**config.mk**
```make
export PLATFORM = sky130hd
export DESIGN_NAME = smt_cell
export DESIGN_NICKNAME = d
export VERILOG_FILES = /design/src/hdl/smt_pkg.sv /design/src/hdl/smt_cell.sv
export SDC_FILE = /design/constraint.sdc
export NUM_CORES = 1
export LEC_CHECK = 0
export BUFFER_PORTS_ARGS = -buffer_cell sky130_fd_sc_hd__buf_2
export CAP_MARGIN = 20
export CORE_MARGIN = 2
export CORE_UTILIZATION = 45
export CTS_CLUSTER_DIAMETER = 100
export DETAILED_ROUTE_END_ITERATION = 10
export HOLD_SLACK_MARGIN = 0.06
export PLACE_DENSITY = 0.8
export RECOVER_POWER = 100
export SYNTH_ARGS = -nofsm -noshare
export SYNTH_HDL_FRONTEND = slang
export SYNTH_SLANG_ARGS = --single-unit
```
**constraint.sdc**
```tcl
create_clock -name clk -period 3.8 [get_ports clk]
set_input_delay 0.76 -clock clk [delete_from_list [all_inputs] [get_ports clk]]
set_output_delay 0.76 -clock clk [all_outputs]
set_load 0.01 [all_outputs]
```
**src/hdl/smt_pkg.sv**
```systemverilog
package smt_pkg;

    // Fixed field widths
    localparam int unsigned DATA_W  = 32;
    localparam int unsigned ACT_W   = 2;
    localparam int unsigned FIELD_W = 7;

    // Default table depth
    localparam int unsigned DEFAULT_CAPACITY = 64;

    // Action codes carried by a request
    localparam logic [ACT_W-1:0] ACT_INSERT = 2'd0;
    localparam logic [ACT_W-1:0] ACT_DEDUP  = 2'd1;
    localparam logic [ACT_W-1:0] ACT_DELALL = 2'd2;
    localparam logic [ACT_W-1:0] ACT_QUERY  = 2'd3;

    // Status codes of a result
    localparam logic STATUS_DONE = 1'b0;
    localparam logic STATUS_FULL = 1'b1;

    // Operation broadcast to every cell
    typedef enum logic [1:0] {
        OP_HOLD,
        OP_INSERT,
        OP_SHIFT
    } smt_op_t;

    // Controller state
    typedef enum logic [1:0] {
        ST_IDLE,
        ST_EXEC,
        ST_REPORT
    } smt_state_t;

    // Command bus shared by all cells
    typedef struct packed {
        smt_op_t                  op;
        logic signed [DATA_W-1:0] value;
        logic                     dedup;
    } smt_cmd_t;

    // What a cell shows to its neighbours and to the controller
    typedef struct packed {
        logic signed [DATA_W-1:0] entry;
        logic                     valid;
        logic                     gt;
        logic                     eq;
        logic                     drop;
        logic                     hit;
        logic                     last;
    } smt_cell_t;

endpackage

```
**src/hdl/smt_cell.sv**
```systemverilog
module smt_cell (
    input  logic              clk,
    input  logic              rst_n,
    input  smt_pkg::smt_cmd_t cmd,
    input  smt_pkg::smt_cell_t left,
    input  smt_pkg::smt_cell_t right,
    output smt_pkg::smt_cell_t cell_state
);

    logic signed [smt_pkg::DATA_W-1:0] entry_reg;
    logic signed [smt_pkg::DATA_W-1:0] entry_next;
    logic                              valid_reg;
    logic                              valid_next;
    logic                              hit_reg;
    logic                              hit_next;
    logic                              gt;
    logic                              eq;
    logic                              shift;

    // Compare the broadcast operand with the held entry: gt when the operand is greater
    assign gt = valid_reg && (cmd.value > entry_reg);
    assign eq = valid_reg && (entry_reg == cmd.value);

    // Move left when this entry is dropped or lies beyond the dropped run
    always_comb
    begin
        if (cmd.dedup)
        begin
            shift = !valid_reg || !(gt || eq) || (eq && left.eq);
        end
        else
        begin
            shift = !valid_reg || !gt;
        end
    end

    // Next entry: keep, take the operand, or take a neighbour's entry
    always_comb
    begin
        entry_next = entry_reg;
        valid_next = valid_reg;
        hit_next   = hit_reg;
        unique case (cmd.op)
            smt_pkg::OP_INSERT:
            begin
                hit_next = 1'b0;
                if (!gt)
                begin
                    if (left.gt)
                    begin
                        entry_next = cmd.value;
                        valid_next = 1'b1;
                        hit_next   = 1'b1;
                    end
                    else
                    begin
                        entry_next = left.entry;
                        valid_next = left.valid;
                    end
                end
            end
            smt_pkg::OP_SHIFT:
            begin
                if (shift)
                begin
                    entry_next = right.entry;
                    valid_next = right.valid;
                end
            end
            default:
            begin
                entry_next = entry_reg;
            end
        endcase
    end

    // Hold the control bits
    always_ff @(posedge clk or negedge rst_n)
    begin
        if (!rst_n)
        begin
            valid_reg <= 1'b0;
            hit_reg   <= 1'b0;
        end
        else
        begin
            valid_reg <= valid_next;
            hit_reg   <= hit_next;
        end
    end

    // Hold the entry
    always_ff @(posedge clk)
    begin
        entry_reg <= entry_next;
    end

    // Show state to neighbours and controller
    always_comb
    begin
        cell_state.entry = entry_reg;
        cell_state.valid = valid_reg;
        cell_state.gt    = gt;
        cell_state.eq    = eq;
        cell_state.drop  = cmd.dedup ? (eq && left.eq) : eq;
        cell_state.hit   = hit_reg;
        cell_state.last  = valid_reg && !right.valid;
    end

endmodule
```
==> flow_metrics.env <==
export IMPL_clk_insertion_delay_late_ns=0.29
export IMPL_buffer_depth_of_the_longest_clock_path=2
export IMPL_detail_route_first_pass_iterations=4
export IMPL_part_of_the_total_power_dissipated_in_sequential_elements_pct=43.0
export IMPL_power_switching_w=0.000400
export IMPL_cap_violations=1
export IMPL_post_synth_main_area_contributors="sky130_fd_sc_hd__edfxtp_1 (37%), sky130_fd_sc_hd__ha_1 (15%), sky130_fd_sc_hd__mux2i_1 (12%), sky130_fd_sc_hd__o21ai_0 (7.4%), sky130_fd_sc_hd__nand2_1 (6.0%)"
export IMPL_ys_seq_elements=34
export IMPL_synthToLayoutAreaGrowth_pct=30.4
export IMPL_final_instance_count_excl_fill=491
export IMPL_path_cells="buf_2 > ha_1 > a21oi_1 > o21ai_0 > a2111oi_0 > nor3_1 > a2111oi_4 > xnor2_1 > nor2_1 > clkbuf_1"
export IMPL_synth_lib_cells_used_distinct=29
export IMPL_required_ns=3.04
export IMPL_vias_per_cell=5.07
export IMPL_origin_of_the_critical_flop_to_flop_path="entry_reg[19]"
export IMPL_core_area_um2=5570
export IMPL_setup_worst_path_class="in -> out"
export IMPL_floorplan_die_height_um=80.4
export IMPL_timing_final_crit_share_pct=94.6
export IMPL_cp_arrival_ns=2.84
export IMPL_post_synth_most_frequent_cells="sky130_fd_sc_hd__nand2_1 (42), sky130_fd_sc_hd__o21ai_0 (39), sky130_fd_sc_hd__inv_1 (34)"
export IMPL_yosys_mux_area_fraction_pct=12.6
export IMPL_tightestPinTransition_ns=2.39
export IMPL_crit_family="compound AO/OA/AOI/OAI gates"
export IMPL_die_area_um2=6460
export IMPL_postRouteAntennaNets=0
export IMPL_powerDensity_nw_per_um2=354
export IMPL_synth_compound_gate_area_share_pct=13.8
export IMPL_synth_top_area_share_pct=36.6
export IMPL_portbufs=142
export IMPL_wire_length_of_the_first_global_routing_pass_mm=10.4
export IMPL_hold_path_class="in -> async"
export IMPL_grt_max_degree=42
export IMPL_violations="capacitance limit, slew limit"
export IMPL_setup_viol_count_final=0
export IMPL_flip_flop_count_of_the_largest_register_after_layout=32
export IMPL_synth_top_cell_by_area="sky130_fd_sc_hd__edfxtp_1"
export IMPL_vias=2488
export IMPL_first_global_vias=2459
export IMPL_run_status="complete, but fails checks"
export IMPL_antenna_cells_inserted=0
export IMPL_synthMostInstantiatedCell="sky130_fd_sc_hd__nand2_1"
export IMPL_max_stage_delay_ns=0.45
export IMPL_grtUsageTotal_pct=21.0
export IMPL_hpwlAfterDp_mm=5.57
export IMPL_dr_first_iter_drc_count=116
export IMPL_basic_gate_share_of_the_synthesized_area_counting_and_or_nand_and_nor_cells_pct=11.9
export IMPL_dpl_cell_count=483
export IMPL_ctsHoldBuffers=0
export IMPL_power_static_leakage_nw=1.68
export IMPL_slew_headroom_pct=-59.6
export IMPL_clock_sinks=34
export IMPL_synth_top_family_by_area="adder cells"
export IMPL_postSynthAreaPerCell_um2=9.38
export IMPL_cell_internal_pwr_w=0.000810
export IMPL_synth_async_sr_flop_share_pct=5.88
export IMPL_num_nets_final=563
export IMPL_post_route_cells_drive_above_1_share_pct=27.2
export IMPL_top_level_ports=151
export IMPL_floorplan_die_width_um=80.4
export IMPL_timing_reg2reg_worst_path_depth=11
export IMPL_cts_post_setup_buffers_inserted=0
export IMPL_timing_final_max_slew_violations=35
export IMPL_hold_worst_slack_ns=0.256
export IMPL_crit_path_start_kind="input port"
export IMPL_final_setup_tns_ns=0
export IMPL_clock_power_share_pct=22.6
export IMPL_tritoncts_num_buffers=5
export IMPL_drc_violation_count_after_routing=0
export IMPL_h_tree_depth=2
export IMPL_std_cell_rows=27
export IMPL_end_kind="primary output"
export IMPL_tritoncts="done"
export IMPL_synth_warnings=0
export IMPL_globalRoute_totalOverflow=0
export IMPL_power_switching_fraction_pct=33.1
export IMPL_worst_r2r_end="entry_reg[16]"
export IMPL_syn_area_um2=2630
export IMPL_synth_enable_flop_cells=32
export IMPL_fmax_ghz=0.278
export IMPL_post_cts_resized=0
export IMPL_floorplan_initialDensity_pct=47.1
export IMPL_wirelength_mm=6.82
export IMPL_timing_reg2reg_setup_slack_ns=0.56
export IMPL_sum_of_buffers_and_inverters_on_the_critical_path=2
export IMPL_gp_congestion=0.741
export IMPL_dpl_worst_slack_ns=0.216
export IMPL_timing_final_ws_setup_ns=0.204
export IMPL_ys_dominant_reg_cell="sky130_fd_sc_hd__edfxtp_1"
export IMPL_routedWlPerCell_um=13.9
export IMPL_final_hold_viol_count=0
export IMPL_synth_net_count=425
export IMPL_crit_slowest_cell="sky130_fd_sc_hd__a2111oi_0"
export IMPL_finalWorstPathRequiredPeriod_ns=3.60
export IMPL_cts_clk_slew_worst_paths_ns=0.07
export IMPL_ir_drop_uv=176
export IMPL_cp_max_fanout=3
export IMPL_yosys_area_share_xor_xnor_pct=0.334
export IMPL_finalClockSkew_ns=0.0105
export IMPL_netlist_instances=280
export IMPL_ctsRootBufferMaster="sky130_fd_sc_hd__clkbuf_8"
export IMPL_antenna_found_initial=0
export IMPL_seq_area_frac_synth_pct=38.5
export IMPL_grt_setup_unrepaired="no"
export IMPL_arithmetic_cell_share_of_the_synthesized_area_counting_full_adders_half_adders_and_majority_gates_pct=15.3
export IMPL_share_comb_of_total_power_pct=34.4
export IMPL_crit_start="cmd[20]"
-- logic make-up (layout without fill, tap and decap cells) --
family | Yosys count | count (layout)
AO/OA/AOI/OAI | 61 | 61
multiplexers | 33 | 33
adder cells (fa/ha/maj) | 32 | 32
XOR/XNOR | 1 | 1
buffers and inverters | 49 | 188
AND/OR/NAND/NOR | 70 | 70
flip-flops | 34 | 34
-- cell type report --
cell class,count,area (µm²)
Fill cell,512,2150
Clock buffer,7,86.3
Sequential cell,34,1010
Tap cell,72,90.1
Timing Repair Buffer,146,681
Multi-Input combinational cell,197,1420
Inverter,34,128
Clock inverter,1,5.00
-- power by group through the flow --
stage	registers, W	logic (W)	clock network, W
floorplan	0.000549	0.000230	0
detailed placement	0.000525	0.000450	0
global placement	0.000522	0.000434	0
CTS	0.000517	0.000454	0.000279
global route	0.000526	0.000471	0.000297
finish	0.000520	0.000416	0.000274
-- metrics by stage --
step / power (W) / utilization, % / instance area, µm²
floorplan: 0.000779 / - / 2630
global placement: 0.000957 / 61.3 / 3420
detailed placement: 0.000975 / 61.3 / 3420
CTS: 0.00125 / 62.9 / 3510
global route: 0.00129 / 61.4 / 3420
finish: 0.00121 / 61.4 / 3420
-- routing by layer --
layer | GRT usage, % | share of wire [%] | wire length (µm) | up-vias
li1 | - | - | - | 1273
met1 | 21.9 | 38 | 2620 | 1082
met2 | 40.9 | 51 | 3460 | 118
met3 | 4.16 | 9.1 | 623 | 15
met4 | 7.80 | 1.7 | 119 | 0
met5 | 0 | 0 | 0 | -
-- how the worst max path moves through the flow --
stage,to,slack (ns),depth (start not counted)
4_1_cts,cell_state[4],0.21,10
3_5_place_dp,cell_state[4],0.22,10
6_report,cell_state[4],0.20,10
3_3_place_gp,cell_state[4],0.23,10
5_1_grt,cell_state[4],0.05,10
2_1_floorplan,entry_reg[0],0.07,8
-- placed cells by master (no fill, tap or decap), types with 5 or more instances in the layout --
cell type,count
sky130_fd_sc_hd__a21oi_1,12
sky130_fd_sc_hd__buf_2,101
sky130_fd_sc_hd__clkbuf_1,43
sky130_fd_sc_hd__clkbuf_8,6
sky130_fd_sc_hd__edfxtp_1,32
sky130_fd_sc_hd__ha_1,32
sky130_fd_sc_hd__inv_1,34
sky130_fd_sc_hd__mux2i_1,32
sky130_fd_sc_hd__nand2_1,42
sky130_fd_sc_hd__nand4_1,5
sky130_fd_sc_hd__nor2_1,7
sky130_fd_sc_hd__o21ai_0,39
No activity file was read; power rests on OpenSTA's default activity.
